### src/rtl/lse_ram.sv
`timescale 1ns / 1ps

module lse_ram #(
    parameter int WIDTH = 32,
    parameter int DEPTH = 128
) (
    input  logic                     clk,
    input  logic                     wr_en,
    input  logic [$clog2(DEPTH)-1:0] wr_addr,
    input  logic [WIDTH-1:0]         wr_data,
    input  logic                     rd_en,
    input  logic [$clog2(DEPTH)-1:0] rd_addr,
    output logic [WIDTH-1:0]         rd_data
);

    logic [WIDTH-1:0] mem [DEPTH];

    always_ff @(posedge clk)
    begin
        if (wr_en)
        begin
            mem[wr_addr] <= wr_data;
        end
        if (rd_en)
        begin
            rd_data <= mem[rd_addr];
        end
    end

endmodule

### config.mk
export PLATFORM = sky130hd
export DESIGN_NAME = lse_ram
export DESIGN_NICKNAME = d
export VERILOG_FILES = /design/src/rtl/lse_ram.sv
export SDC_FILE = /design/constraint.sdc
export NUM_CORES = 2
export LEC_CHECK = 0
export BUFFER_PORTS_ARGS = -buffer_cell sky130_fd_sc_hd__buf_2
export CORE_MARGIN = 2
export CORE_UTILIZATION = 30
export DETAILED_ROUTE_END_ITERATION = 8
export SYNTH_ARGS = -nofsm -noshare
export SYNTH_HDL_FRONTEND = slang
export SYNTH_SLANG_ARGS = --single-unit
### constraint.sdc
create_clock -name clk -period 5.71 [get_ports clk]
set_clock_uncertainty 0.2 [all_clocks]
set_input_delay 1.142 -clock clk [delete_from_list [all_inputs] [get_ports clk]]
set_output_delay 1.142 -clock clk [all_outputs]
set_load 0.05 [all_outputs]
# After elaboration in Yosys (flattened, before gate mapping)

Memories as Yosys holds them, arrays and structs flattened. A register that Yosys moved wholly into a read port is not among the register bits.
Cells that the tools add are included.

Bits in registers: 0
RAM bits: 4096
Word-level logic and storage cells: 3
Memories kept: 1

Multiplexer cells: 2

Memories:

| memory | words | bits a word | rd ports | clocked after memory_dff | wr ports | RTL line | source |
|---|---|---|---|---|---|---|---|
| mem    | 128   | 32          | 1        | 1                        | 1        | 16       | `logic [WIDTH-1:0] mem [DEPTH];` |

Operator list:

| cell              | number |
|---|---|
| two-way mux 1 bit | 2 |

# Longest topological paths before layout

Word-level depth: 2
Gate-level depth with buffers: 8
Mapped depth without buffers: 4

# Worst setup path after synthesis

OpenSTA, ideal clock, no wires.

Path type: input -> register
Start point: input port wr_en
End point: memory mem[98][0] (enable)
Arrival time: 3.920 ns
Required time: 5.049 ns
Setup slack: 1.129 ns
Stages on the path: 3
Buffers on the path: 1
Cells stage by stage: clkbuf_1 > nand4_1 > nor3_1

Cells in the longest elaborated chain, start to end: 2

Ends and longest elaborated chain:

| what                                    | RTL line | source |
|---|---|---|
| from (decl)                             | 8        | `input logic wr_en,` |
| two-way mux 1 bit                       | 20       | `if (wr_en)` |
| two-way mux 1 bit (implied by the code) | 22       | `mem[wr_addr] <= wr_data;` |
| to (decl)                               | 16       |  |

Every way passes these cells.

==> summary.txt <==
Outcome
  – Run status: finished with violations
  – Violated checks: slew limit

Drt
  – Starting DRT DRC Count: 10651
  – Overall via count from detail_route: 71653
  – DRC viols: 0
  – Post-DRT Antenna Nets: 0
  – Avg WL per Cell: 31.17 um
  – Via count normalized by instance count: 5.176
  – Detailed Routing Iterations Pass 1: 7
  – Routed WL: 431.5 mm

STA
  – Pins over their slew limit: 24
  – Final count of hold timing violations: 0
  – Period Utilization, post-route: 0.7201
  – Aggregate negative setup slack: 0 ns
  – Transition time at the pin with the least slew margin: 1.601 ns
  – Slew headroom: -0.06748
  – Clock period minus final worst setup slack: 4.112 ns
  – Final setup violation count: 0
  – Setup repair after global routing missed its margin: no
  – Max Clk Rate: 243.2 MHz

Final layout
  – Non-filler cells, final: 13844
  – Number of nets in the final layout: 6538
  – Post-route cell area: 0.1821 mm^2
  – Number of fill cells in the layout: 46795
  – Area overhead of the layout relative to synthesis: 16.30%
  – Final standard cell utilization of the core: 0.3501
  – Storage element area: 0.1240 mm^2
  – Share of cells above drive strength 1: 0.3652
  – Multi-input gate area in the final layout: 0.03229 mm^2

Clocking
  – Clock transition at the register clock pins on the worst setup and hold paths after CTS: 0.06 ns
  – TritonCTS clock tree: built
  – CTS Hold Buffers Added: 0
  – CTS root buf: sky130_fd_sc_hd__clkbuf_16
  – Buffers inserted by post-CTS timing repair: 0
  – H-tree depth: 5
  – Number of sinks driven by the clock tree: 4128
  – Source-to-sink clock delay at the later pin of the worst-skew pair: 0.97 ns
  – Number of buffers on the longest clock path: 4
  – Count of cells resized by post-cts repair: 0
  – Number of buffers inserted during clock tree synthesis: 414

Synth
  – Post-synthesis area per instance: 26.14 um^2
  – Register area share after synthesis: 0.7916
  – Cell type with the highest aggregate area in the netlist: sky130_fd_sc_hd__edfxtp_1
  – Cell area after synthesis: 0.1566 mm^2
  – Fraction of synthesized cell area taken by the top area cell type: 0.7916
  – Count of unique library cells instantiated by Yosys: 16
  – Post-synthesis net count: 6039
  – Gate count of the mapped netlist: 5990
  – Total number of yosys warnings: 0
  – Top post-synthesis cells by area: sky130_fd_sc_hd__edfxtp_1, sky130_fd_sc_hd__mux4_2, sky130_fd_sc_hd__clkbuf_1
  – Register bit count reported by yosys: 4128

Place
  – Post-Place Cell Area: 0.1687 mm^2
  – Weighted congestion reported at the end of routability-driven placement: 0.8048
  – Hpwl dp: 242.9 mm
  – Count of input and output buffers: 80
  – Count of placed standard cells including taps: 13015

Global routing
  – Number of antenna violations at the first check in global routing: 63
  – Number of global-route vias before repair: 71991
  – Wire length of the first global-routing pass: 593.1 mm
  – Global route total overflow: 0
  – Global-route usage over all layers: 0.1597
  – Pin count of the biggest net entering global routing: 98

Min path
  – Hold/Removal Path Class: in2reg
  – Origin of the worst min-delay path: wr_data[21]
  – Number of cells on the worst hold path: 1

Critical path
  – Biggest cell delay along the critical path: 0.70 ns
  – Category of the most critical setup path: in2reg
  – Largest fanout of any net on the critical path: 39
  – Worst Reg-to-Reg Cells: 4
  – Buffer and inverter count on the worst path: 4
  – Critical Path Slowest Stage Cell: sky130_fd_sc_hd__mux4_2
  – Critical path's top delay family: multiplexers
  – Required @ worst endpoint: 6.19 ns
  – Critical R2R Launch: mem[108][19]$_DFFE_PP_
  – Arrival time at the worst endpoint: 4.59 ns
  – Total stage count of the critical path: 8
  – Cell mode on critical path: sky130_fd_sc_hd__mux4_2
  – Startpoint class of the critical path: input pin
  – Critical path endpoint category: flip-flop
  – Cell-by-cell trace of the critical path: buf_8, buf_12, buf_4, buf_4, mux4_2, mux4_2, mux4_2, mux2_2
  – Beginning of the critical path: rd_addr[2]

Power and ir drop
  – Leakage component of the power: 54.73 nW
  – Max VDD drop: 0.2682 mV
  – Total design power: 63.76 mW
  – Power per Cell Area: 350.1 mW/mm^2

Floorplan
  – X dimension of the die: 726.5 um
  – Std cell rows: 265
  – Effective utilization at floorplan: 0.3010
  – Core footprint: 0.5202 mm^2
  – Top-level I/O count: 81
  – Total die area: 0.5278 mm^2
  – Die height: 726.5 um

Run
  – Max Cap Violations: 0
power by group:
group	switching (mW)	total, mW	internal [mW]	leakage, nW
registers	0.0939	33.6	33.5	37.1
clock network	11.5	26.7	15.2	6.51
logic	2.16	3.41	1.25	11.1
metal layers:
layer / up-vias / wire [um] / GRT usage
met5: - / 190 / 0
met4: 30 / 11600 / 0.04405
met3: 561 / 41210 / 0.03255
met2: 3661 / 208700 / 0.2601
met1: 39861 / 169700 / 0.2182
li1: 27540 / - / -
state kept, by name, indices dropped and copies added, names as in the netlist:
| name | count |
|---|---|
| mem | 4096 |
| rd_data | 32 |
path summary, 6_finish.rpt:
path	slack, ns	to
setup / recovery	1.60	rd_data[29]$_DFFE_PP_
hold / removal	0.47	mem[95][21]$_DFFE_PP_
setup reg to reg	2.65	rd_data[19]$_DFFE_PP_
hold reg to reg	1.02	rd_data[24]$_DFFE_PP_
synthesized netlist by cell type (all sizes together):
cell and instances:
nor3 9, nand3 12, mux4 1344, nor2b 7, nand4 3, buf 134, edfxtp 4128, nor2 122
nand2b 2, nand2 14, or3 1, clkbuf 182, mux2 32
layout by cell type (no fill, tap or decap), types with 42 or more instances in the layout:
cell and instances:
sky130_fd_sc_hd__clkbuf_16 419, sky130_fd_sc_hd__nor2_4 119, sky130_fd_sc_hd__clkbuf_1 78, sky130_fd_sc_hd__clkinv_1 98
sky130_fd_sc_hd__buf_4 289, sky130_fd_sc_hd__diode_2 67, sky130_fd_sc_hd__buf_2 42, sky130_fd_sc_hd__clkinv_2 89
sky130_fd_sc_hd__mux4_2 1344, sky130_fd_sc_hd__edfxtp_1 4128, sky130_fd_sc_hd__buf_12 64
per-stage QoR:
stage | worst slack (ns) | hold WS [ns]
after floorplan | 1.129 | 0.9491
after global placement | 0.7529 | 1.022
after detailed placement | 0.7149 | 1.012
after CTS | 1.722 | 0.4344
after global routing | 1.593 | 0.4861
final | 1.598 | 0.4680
logic make-up (layout without fill, tap and decap cells):
family / Yosys count / in the layout / share of synthesized area
buffers and inverters: 316 / 1161 / 0.008373
muxes: 1376 / 1376 / 0.1956
and+or+nand+nor: 170 / 170 / 0.004450
other: 0 / 67 / 0
DFF: 4128 / 4128 / 0.7916
cell type report:
class / count / area share
multi-input cells: 1546 / 0.1773
clock inverters: 265 / 0.01384
repair buffers: 399 / 0.02041
flip-flops and latches: 4128 / 0.6806
well taps: 6942 / 0.04769
clock buffers: 497 / 0.05918
diodes: 67 / 0.0009206
Note: power is estimated with default switching activity, not from simulation.
