[src/rtl/lse_pkg.sv]
`timescale 1ns / 1ps

package lse_pkg;

    localparam int DEPTH    = 128;
    localparam int ADDR_W   = $clog2(DEPTH);
    localparam int CNT_W    = $clog2(DEPTH + 1);
    localparam int WORD_W   = 32;
    localparam int FUNC_W   = 3;
    localparam int STATUS_W = 2;
    localparam int COUNT_W  = 8;

    typedef enum logic [FUNC_W-1:0] {
        FN_PUSH   = 3'd0,
        FN_POP    = 3'd1,
        FN_TOP    = 3'd2,
        FN_SWAP   = 3'd3,
        FN_REV    = 3'd4,
        FN_CLEAR  = 3'd5,
        FN_SEARCH = 3'd6,
        FN_NOP    = 3'd7
    } func_t;

    typedef enum logic [STATUS_W-1:0] {
        ST_OK       = 2'd0,
        ST_OVERFLOW = 2'd1,
        ST_EMPTY    = 2'd2
    } status_t;

    typedef struct packed {
        logic              wr_en;
        logic [ADDR_W-1:0] wr_addr;
        logic [WORD_W-1:0] wr_data;
        logic              rd_en;
        logic [ADDR_W-1:0] rd_addr;
    } ram_req_t;

endpackage

[src/rtl/lse_in_if.sv]
`timescale 1ns / 1ps

interface lse_in_if;

    logic                              valid;
    logic                              ready;
    logic [lse_pkg::FUNC_W-1:0]        func;
    logic signed [lse_pkg::WORD_W-1:0] value;

    modport source (output valid, output func, output value, input ready);
    modport sink (input valid, input func, input value, output ready);

endinterface

[src/rtl/lse_out_if.sv]
`timescale 1ns / 1ps

interface lse_out_if;

    logic                              valid;
    logic                              ready;
    logic [lse_pkg::STATUS_W-1:0]      status;
    logic signed [lse_pkg::WORD_W-1:0] data;
    logic                              found;
    logic [lse_pkg::COUNT_W-1:0]       count;

    modport source (output valid, output status, output data, output found, output count,
                    input ready);
    modport sink (input valid, input status, input data, input found, input count,
                  output ready);

endinterface

[src/rtl/lse_ctrl.sv]
`timescale 1ns / 1ps

module lse_ctrl (
    input  logic                      clk,
    input  logic                      rst_n,
    lse_in_if.sink                    req,
    lse_out_if.source                 rsp,
    output lse_pkg::ram_req_t         ram_req,
    input  logic [lse_pkg::WORD_W-1:0] rd_data
);

    import lse_pkg::*;

    typedef enum logic [3:0] {
        S_IDLE,
        S_EXEC,
        S_TOP_CAP,
        S_SW_RDLO,
        S_SW_RDHI,
        S_SW_WRLO,
        S_SW_WRHI,
        S_SEARCH,
        S_OUTPUT
    } state_t;

    state_t            state_reg, state_next;
    func_t             func_reg, func_next;
    logic [WORD_W-1:0] value_reg, value_next;
    logic [CNT_W-1:0]  fill_reg, fill_next;
    logic [ADDR_W-1:0] lo_reg, lo_next;
    logic [ADDR_W-1:0] hi_reg, hi_next;
    logic [CNT_W-1:0]  idx_reg, idx_next;
    logic              pend_reg, pend_next;
    logic [WORD_W-1:0] tmp_reg, tmp_next;
    status_t           st_reg, st_next;
    logic [WORD_W-1:0] dat_reg, dat_next;
    logic              fnd_reg, fnd_next;
    logic              out_valid_reg, out_valid_next;
    status_t           out_status_reg, out_status_next;
    logic [WORD_W-1:0] out_data_reg, out_data_next;
    logic              out_found_reg, out_found_next;
    logic [COUNT_W-1:0] out_count_reg, out_count_next;

    logic [CNT_W-1:0]  fill_m1;
    logic [ADDR_W-1:0] top_idx;
    logic              match;

    assign fill_m1 = fill_reg - CNT_W'(1);
    assign top_idx = fill_m1[ADDR_W-1:0];
    assign match   = pend_reg && (rd_data == value_reg);

    assign req.ready  = (state_reg == S_IDLE);
    assign rsp.valid  = out_valid_reg;
    assign rsp.status = out_status_reg;
    assign rsp.data   = out_data_reg;
    assign rsp.found  = out_found_reg;
    assign rsp.count  = out_count_reg;

    always_comb
    begin
        state_next      = state_reg;
        func_next       = func_reg;
        value_next      = value_reg;
        fill_next       = fill_reg;
        lo_next         = lo_reg;
        hi_next         = hi_reg;
        idx_next        = idx_reg;
        pend_next       = pend_reg;
        tmp_next        = tmp_reg;
        st_next         = st_reg;
        dat_next        = dat_reg;
        fnd_next        = fnd_reg;
        out_valid_next  = out_valid_reg;
        out_status_next = out_status_reg;
        out_data_next   = out_data_reg;
        out_found_next  = out_found_reg;
        out_count_next  = out_count_reg;
        ram_req         = '0;

        if (out_valid_reg && rsp.ready)
        begin
            out_valid_next = 1'b0;
        end

        unique case (state_reg)
            S_IDLE:
            begin
                if (req.valid)
                begin
                    func_next  = func_t'(req.func);
                    value_next = req.value;
                    state_next = S_EXEC;
                end
            end
            S_EXEC:
            begin
                st_next    = ST_OK;
                dat_next   = '0;
                fnd_next   = 1'b0;
                state_next = S_OUTPUT;
                unique case (func_reg) inside
                    FN_PUSH:
                    begin
                        if (fill_reg == CNT_W'(DEPTH))
                        begin
                            st_next = ST_OVERFLOW;
                        end
                        else
                        begin
                            ram_req.wr_en   = 1'b1;
                            ram_req.wr_addr = fill_reg[ADDR_W-1:0];
                            ram_req.wr_data = value_reg;
                            fill_next       = fill_reg + CNT_W'(1);
                        end
                    end
                    FN_POP, FN_TOP:
                    begin
                        if (fill_reg == '0)
                        begin
                            st_next = ST_EMPTY;
                        end
                        else
                        begin
                            ram_req.rd_en   = 1'b1;
                            ram_req.rd_addr = top_idx;
                            state_next      = S_TOP_CAP;
                        end
                    end
                    FN_SWAP, FN_REV:
                    begin
                        if (fill_reg == '0)
                        begin
                            st_next = ST_EMPTY;
                        end
                        else if (top_idx != '0)
                        begin
                            lo_next    = '0;
                            hi_next    = top_idx;
                            state_next = S_SW_RDLO;
                        end
                    end
                    FN_CLEAR:
                    begin
                        fill_next = '0;
                    end
                    FN_SEARCH:
                    begin
                        idx_next   = '0;
                        pend_next  = 1'b0;
                        state_next = S_SEARCH;
                    end
                    default:
                    begin
                    end
                endcase
            end
            S_TOP_CAP:
            begin
                dat_next = rd_data;
                if (func_reg == FN_POP)
                begin
                    fill_next = fill_m1;
                end
                state_next = S_OUTPUT;
            end
            S_SW_RDLO:
            begin
                ram_req.rd_en   = 1'b1;
                ram_req.rd_addr = lo_reg;
                state_next      = S_SW_RDHI;
            end
            S_SW_RDHI:
            begin
                ram_req.rd_en   = 1'b1;
                ram_req.rd_addr = hi_reg;
                tmp_next        = rd_data;
                state_next      = S_SW_WRLO;
            end
            S_SW_WRLO:
            begin
                ram_req.wr_en   = 1'b1;
                ram_req.wr_addr = lo_reg;
                ram_req.wr_data = rd_data;
                state_next      = S_SW_WRHI;
            end
            S_SW_WRHI:
            begin
                ram_req.wr_en   = 1'b1;
                ram_req.wr_addr = hi_reg;
                ram_req.wr_data = tmp_reg;
                if ((func_reg == FN_REV) && ((lo_reg + ADDR_W'(1)) < (hi_reg - ADDR_W'(1))))
                begin
                    lo_next    = lo_reg + ADDR_W'(1);
                    hi_next    = hi_reg - ADDR_W'(1);
                    state_next = S_SW_RDLO;
                end
                else
                begin
                    state_next = S_OUTPUT;
                end
            end
            S_SEARCH:
            begin
                if (match)
                begin
                    fnd_next   = 1'b1;
                    pend_next  = 1'b0;
                    state_next = S_OUTPUT;
                end
                else if (idx_reg < fill_reg)
                begin
                    ram_req.rd_en   = 1'b1;
                    ram_req.rd_addr = idx_reg[ADDR_W-1:0];
                    idx_next        = idx_reg + CNT_W'(1);
                    pend_next       = 1'b1;
                end
                else
                begin
                    pend_next  = 1'b0;
                    state_next = S_OUTPUT;
                end
            end
            S_OUTPUT:
            begin
                if (!out_valid_reg || rsp.ready)
                begin
                    out_valid_next  = 1'b1;
                    out_status_next = st_reg;
                    out_data_next   = dat_reg;
                    out_found_next  = fnd_reg;
                    out_count_next  = COUNT_W'(fill_reg);
                    state_next      = S_IDLE;
                end
            end
            default:
            begin
                state_next = S_IDLE;
            end
        endcase
    end

    always_ff @(posedge clk or negedge rst_n)
    begin
        if (!rst_n)
        begin
            state_reg      <= S_IDLE;
            func_reg       <= FN_NOP;
            value_reg      <= '0;
            fill_reg       <= '0;
            lo_reg         <= '0;
            hi_reg         <= '0;
            idx_reg        <= '0;
            pend_reg       <= 1'b0;
            tmp_reg        <= '0;
            st_reg         <= ST_OK;
            dat_reg        <= '0;
            fnd_reg        <= 1'b0;
            out_valid_reg  <= 1'b0;
            out_status_reg <= ST_OK;
            out_data_reg   <= '0;
            out_found_reg  <= 1'b0;
            out_count_reg  <= '0;
        end
        else
        begin
            state_reg      <= state_next;
            func_reg       <= func_next;
            value_reg      <= value_next;
            fill_reg       <= fill_next;
            lo_reg         <= lo_next;
            hi_reg         <= hi_next;
            idx_reg        <= idx_next;
            pend_reg       <= pend_next;
            tmp_reg        <= tmp_next;
            st_reg         <= st_next;
            dat_reg        <= dat_next;
            fnd_reg        <= fnd_next;
            out_valid_reg  <= out_valid_next;
            out_status_reg <= out_status_next;
            out_data_reg   <= out_data_next;
            out_found_reg  <= out_found_next;
            out_count_reg  <= out_count_next;
        end
    end

endmodule

[src/flat_wrapper.sv]
// flat-port wrapper written by rule: the top's interface ports become plain ports
module lse_ctrl_flat import lse_pkg::*;
  (clk, rst_n, ram_req, rd_data, req_valid, req_func, req_value, req_ready, rsp_valid, rsp_status, rsp_data, rsp_found, rsp_count, rsp_ready);
  lse_in_if req_i ();
  lse_out_if rsp_i ();
  input  logic clk;
  input  logic rst_n;
  output lse_pkg::ram_req_t ram_req;
  input  logic [lse_pkg::WORD_W-1:0] rd_data;
  input wire logic [$bits(req_i.valid)-1:0] req_valid;
  input wire logic [$bits(req_i.func)-1:0] req_func;
  input wire logic [$bits(req_i.value)-1:0] req_value;
  output wire logic [$bits(req_i.ready)-1:0] req_ready;
  output wire logic [$bits(rsp_i.valid)-1:0] rsp_valid;
  output wire logic [$bits(rsp_i.status)-1:0] rsp_status;
  output wire logic [$bits(rsp_i.data)-1:0] rsp_data;
  output wire logic [$bits(rsp_i.found)-1:0] rsp_found;
  output wire logic [$bits(rsp_i.count)-1:0] rsp_count;
  input wire logic [$bits(rsp_i.ready)-1:0] rsp_ready;
  assign req_i.valid = req_valid;
  assign req_i.func = req_func;
  assign req_i.value = req_value;
  assign req_ready = req_i.ready;
  assign rsp_valid = rsp_i.valid;
  assign rsp_status = rsp_i.status;
  assign rsp_data = rsp_i.data;
  assign rsp_found = rsp_i.found;
  assign rsp_count = rsp_i.count;
  assign rsp_i.ready = rsp_ready;
  lse_ctrl u_core (.clk(clk), .rst_n(rst_n), .req(req_i), .rsp(rsp_i), .ram_req(ram_req), .rd_data(rd_data));
endmodule
[config.mk]
export PLATFORM = sky130hd
export DESIGN_NAME = lse_ctrl_flat
export DESIGN_NICKNAME = d
export VERILOG_FILES = /design/src/rtl/lse_pkg.sv /design/src/rtl/lse_in_if.sv /design/src/rtl/lse_out_if.sv /design/src/rtl/lse_ctrl.sv /design/src/flat_wrapper.sv
export SDC_FILE = /design/constraint.sdc
export NUM_CORES = 1
export LEC_CHECK = 0
export BUFFER_PORTS_ARGS = -buffer_cell sky130_fd_sc_hd__buf_2
export CAP_MARGIN = 30
export CORE_ASPECT_RATIO = 0.5
export CORE_MARGIN = 2
export CORE_UTILIZATION = 40
export CTS_CLUSTER_DIAMETER = 200
export DETAILED_ROUTE_END_ITERATION = 10
export PLACE_DENSITY = 0.58
export SLEW_MARGIN = 20
export SYNTH_ARGS = -nofsm -noshare
export SYNTH_HDL_FRONTEND = slang
export SYNTH_SLANG_ARGS = --single-unit
[constraint.sdc]
create_clock -name clk -period 8.3 [get_ports clk]
set_input_delay 1.66 -clock clk [delete_from_list [all_inputs] [get_ports clk]]
set_output_delay 1.66 -clock clk [all_outputs]
set_load 0.1 [all_outputs]
# Word level (Yosys, flattened, before mapping)
# Index checks and enable logic that the tools add are counted.
dict set report word_totals {
  reg_bits 181
  wordCells 126
}
dict set report op_classes {
  add_sub_neg 5
  n_lt_le_gt_ge 2
  eq_ne 30
  n_mux 49
  n_reduce_logical 23
}
# operator count
set op_table {}
lappend op_table {{case mux 40 bit (3 select lines)} 1}
lappend op_table {{2-to-1 mux 40 bit} 2}
lappend op_table {{2-to-1 mux 8 bit} 9}
lappend op_table {{case mux 32 bit (2 select lines)} 1}
lappend op_table {{2-to-1 mux 7 bit} 8}
lappend op_table {{case mux 8 bit (2 select lines)} 3}
lappend op_table {{case mux 4 bit (9 select lines)} 1}
lappend op_table {{equality test 32 bit} 1}
lappend op_table {{2-to-1 mux 4 bit} 8}
lappend op_table {{case mux 8 bit (4 select lines)} 1}
lappend op_table {{case mux 7 bit (2 select lines)} 2}
lappend op_table {{adder 8 x 1 -> 8 bit (second input constant)} 2}
lappend op_table {{equality test 4 x 3 -> 1 bit (second input constant)} 4}
lappend op_table {{inequality test 2 x 1 -> 1 bit (second input constant)} 7}
lappend op_table {{case mux 4 bit (3 select lines)} 1}
lappend op_table {{equality test 3 bit (second input constant)} 3}
lappend op_table {{equality test 4 x 2 -> 1 bit (second input constant)} 2}
lappend op_table {{equality test 8 bit (second input constant)} 1}
lappend op_table {{logical NOT 8 bit} 1}
lappend op_table {{< comparator 8 bit} 1}
lappend op_table {{2-to-1 mux 1 bit} 8}
lappend op_table {{inequality test 2 bit (second input constant)} 4}
lappend op_table {{AND reduction 2 bit} 4}
lappend op_table {{AND reduction 4 bit} 2}
lappend op_table {{other kinds (25)} 32}

# Longest topological paths before layout
dict set report logic_depth {
  depth_word 6
  depth_mapped 14
}

# Worst setup path after synthesis
# Ideal clock, no wire load.
dict set report synth_path {
  path_kind {input-to-output}
  from {input rd_data[4] (netlist name)}
  to {output ram_req[0] (netlist name)}
  arrival_time_ps 3988
  required_ps 6640
  path_slack_ps 2652
  stages 7
  n_path_buf 1
  path_cell_list {xnor2_1 nand4_1 nor4_1 nand4_1 nand2_4 buf_6 o221ai_1}
}
# element line
set synth_lines {}
lappend synth_lines {{start, declared} flat_wrapper.sv:9} ;# input logic [lse_pkg::WORD_W-1:0] rd_data;
lappend synth_lines {{end, declared} flat_wrapper.sv:8} ;# output lse_pkg::ram_req_t ram_req;

==> flow_summary.json <==
{
  "hold_end": "u_core.rsp.count[1]",
  "synthCells": 824,
  "cpPeakStageDelay_ns": 0.52,
  "synth.avg_cell_area_um2": 11.2,
  "nNetsFinal": 1053,
  "cp_slowest_cell": "nand4_1",
  "fmax_ghz": 0.176,
  "drive_gt1_frac": 0.341,
  "critPathArrivalTime_ns": 4.02,
  "yosysMostFrequentCell": "dfrtp_1",
  "dpl.hpwl_um": 18100,
  "cts_root_buf": "clkbuf_16",
  "p_leak_nw": 5.43,
  "worst-slew-pin-transition_ns": 0.944,
  "synth_flop_cell": "dfrtp_1",
  "reg2reg_to": "u_core.hi_reg[6]",
  "io_pins": 164,
  "crit_type": "input pin to output port",
  "io_buffers": 163,
  "grt_max_degree": 101,
  "path_max_fanout": 14,
  "drc": 0,
  "hp-class": "flip-flop to flip-flop",
  "path_clk_slew_ns": 0.07,
  "crit_chain": "buf_2 > xnor2_1 > nand4_1 > nor4_1 > nand4_1 > nand2_4 > o221ai_1 > buf_2",
  "place_ws_ns": 2.62,
  "worstPathRequired_ns": 6.64,
  "core_um2": 22700,
  "grt_pass1_wl_um": 41300,
  "yosysWarnings": 0,
  "yosysTopAreaCellShare": 0.484,
  "drv_slew": 0,
  "skew_ns": 0.00852,
  "cts_tree": "yes",
  "critPathLaunchType": "input pin",
  "endpoint_kind": "output port",
  "drtIter0Drc": 789,
  "syn-cell-area_um2": 9200,
  "antenna_found_initial": 0,
  "setup_tns_ns": 0,
  "htree_num_levels": 4,
  "cts_inserted_buffers": 17,
  "grt_setup_unrepaired": "false",
  "synth_area_leaders": "dfrtp_1, mux2_2, a222oi_1, xnor2_1, a22o_1",
  "die_x_um": 219,
  "fillCellCount": 2083,
  "first_pass_iters": 6,
  "grt_overflow": 0,
  "grt_pass1_vias": 7293,
  "start_util": 0.406,
  "maxCapViolations": 0,
  "cts.hold.buffers_added": 0,
  "grtUsageTotal": 0.221,
  "dr_wl_met3_um": 1420,
  "finalHoldViolCount": 0,
  "r2r_slack_ns": 4.28,
  "power_density_nw_per_um2": 449,
  "slew-limit-headroom": 0.371,
  "setup_viol": 0,
  "wl_met1_um": 12000,
  "dieArea_um2": 24300,
  "vias": 7202,
  "synth_seq_area_share": 0.493,
  "fin_ws_ns": 2.62,
  "synth_edf_count": 0,
  "period_share": 0.684,
  "clock_latency_ns": 0.44,
  "synth_top_cell_by_area": "dfrtp_1",
  "min_path_cells": 2,
  "globalplace.congestion": 0.921,
  "post_cts_buffers": 0,
  "cts_sinks": 181,
  "yosysUniqueCellTypes": 64,
  "routed_wl_um": 26200,
  "dp_cells": 1249,
  "final_cell_count_no_fill": 1284,
  "rr_startpoint": "u_core.hi_reg[0]",
  "outcome": "finished, final reports clean",
  "postSynth.asyncResetShare": 1.00,
  "synthTopCellsByCount": "dfrtp_1, mux2_2, inv_1, nand2_1, clkbuf_1",
  "min_period_ns": 5.68,
  "regArea_um2": 4530,
  "highest_layer": "met4",
  "syn2layout_area_growth_pct": 18.6,
  "multi_input_area_um2": 4220,
  "drtAntennaViolNets": 0,
  "r2r_cells": 11,
  "rows": 39,
  "cts_resized": 0,
  "die_h_um": 111,
  "wl_met2_um": 12400,
  "hp-start": "u_core.rsp.count[1]",
  "wl_per_cell_um": 20.4,
  "routed_via_density": 5.61,
  "synth.ff_latch_count": 181,
  "syn_nets": 914,
  "clock_tree.buffer_depth": 2,
  "ir_worst_vdd_mv": 0.233
}
==> metal layers <==
metal | up-vias | GRT usage
met1 | 3686 | 0.301
li1 | 3293 | -
met4 | 0 | 0.0594
met3 | 26 | 0.0510
met5 | - | 0
met2 | 197 | 0.355
==> critical path: cells and delay by family <==
family,cells,cell delay [ns]
compound gates,1,0.19
xor+xnor,1,0.32
simple gates,4,1.38
buf+inv,2,0.46
==> how the worst max path moves through the flow <==
stage / from / end / slack, ns / cells past startpoint
after floorplan: rd_data[4] / ram_req[0] / 2.65 / 7
after global placement: rd_data[21] / ram_req[0] / 2.71 / 8
after detailed placement: rd_data[21] / ram_req[0] / 2.62 / 8
after CTS: rd_data[21] / ram_req[0] / 2.63 / 8
after global routing: rd_data[21] / ram_req[0] / 2.35 / 8
final: rd_data[21] / ram_req[6] / 2.62 / 8
==> logic make-up (layout without fill, tap and decap cells) <==
logic type | Yosys count | in the layout | synth area share
fa+ha+maj | 19 | 19 | 0.0258
compound gates | 168 | 168 | 0.144
simple gates | 171 | 171 | 0.0957
buf+inv | 119 | 271 | 0.0525
xor+xnor | 46 | 46 | 0.0446
mux | 120 | 120 | 0.145
other cells | 0 | 1 | 0
flops | 181 | 181 | 0.493
==> cell type report <==
type / count / area share
Tap cell: 307 / 0.0352
Antenna cell: 1 / 0.000229
Multi-Input combinational cell: 524 / 0.387
Sequential cell: 181 / 0.415
Timing Repair Buffer: 175 / 0.0875
Clock buffer: 18 / 0.0402
Clock inverter: 14 / 0.0128
Inverter: 64 / 0.0220
==> stage by stage <==
stage / instance area [um2] / utilization / hold WS [ns] / power, W
after global routing: 10900 / 0.481 / 0.513 / 0.00517
after CTS: 10900 / 0.479 / 0.484 / 0.00492
after floorplan: 9200 / - / 0.445 / 0.00354
after detailed placement: 10300 / 0.453 / 0.468 / 0.00409
after global placement: 10300 / 0.452 / 0.461 / 0.00405
final: 10900 / 0.481 / 0.476 / 0.00490
==> layout by cell type (no fill, tap or decap), types with 3 or more instances in the layout <==
cell	count
and3_1	6
a21o_1	5
nor3_1	13
a31oi_1	5
o21ai_0	24
inv_1	64
o31ai_1	4
ha_1	19
o221ai_1	8
and2_1	3
nand3_1	17
dfrtp_1	178
buf_2	163
nand2_1	48
nand2b_1	7
clkbuf_16	17
nand4_1	12
nor4_1	5
inv_8	4
a222oi_1	38
dfstp_2	3
a221oi_1	3
a22o_1	33
nor2_1	34
a22oi_1	10
clkinv_2	3
buf_4	8
nand3b_1	3
xor2_1	11
xnor2_1	34
inv_6	3
o22ai_1	4
a21oi_1	18
mux2i_1	16
mux2_2	103
==> power by group <==
group	switching [W]	internal, W
logic	0.00177	0.000736
clock network	0.000376	0.000431
registers	0.000325	0.00126
No activity file was read; power rests on OpenSTA's default activity.
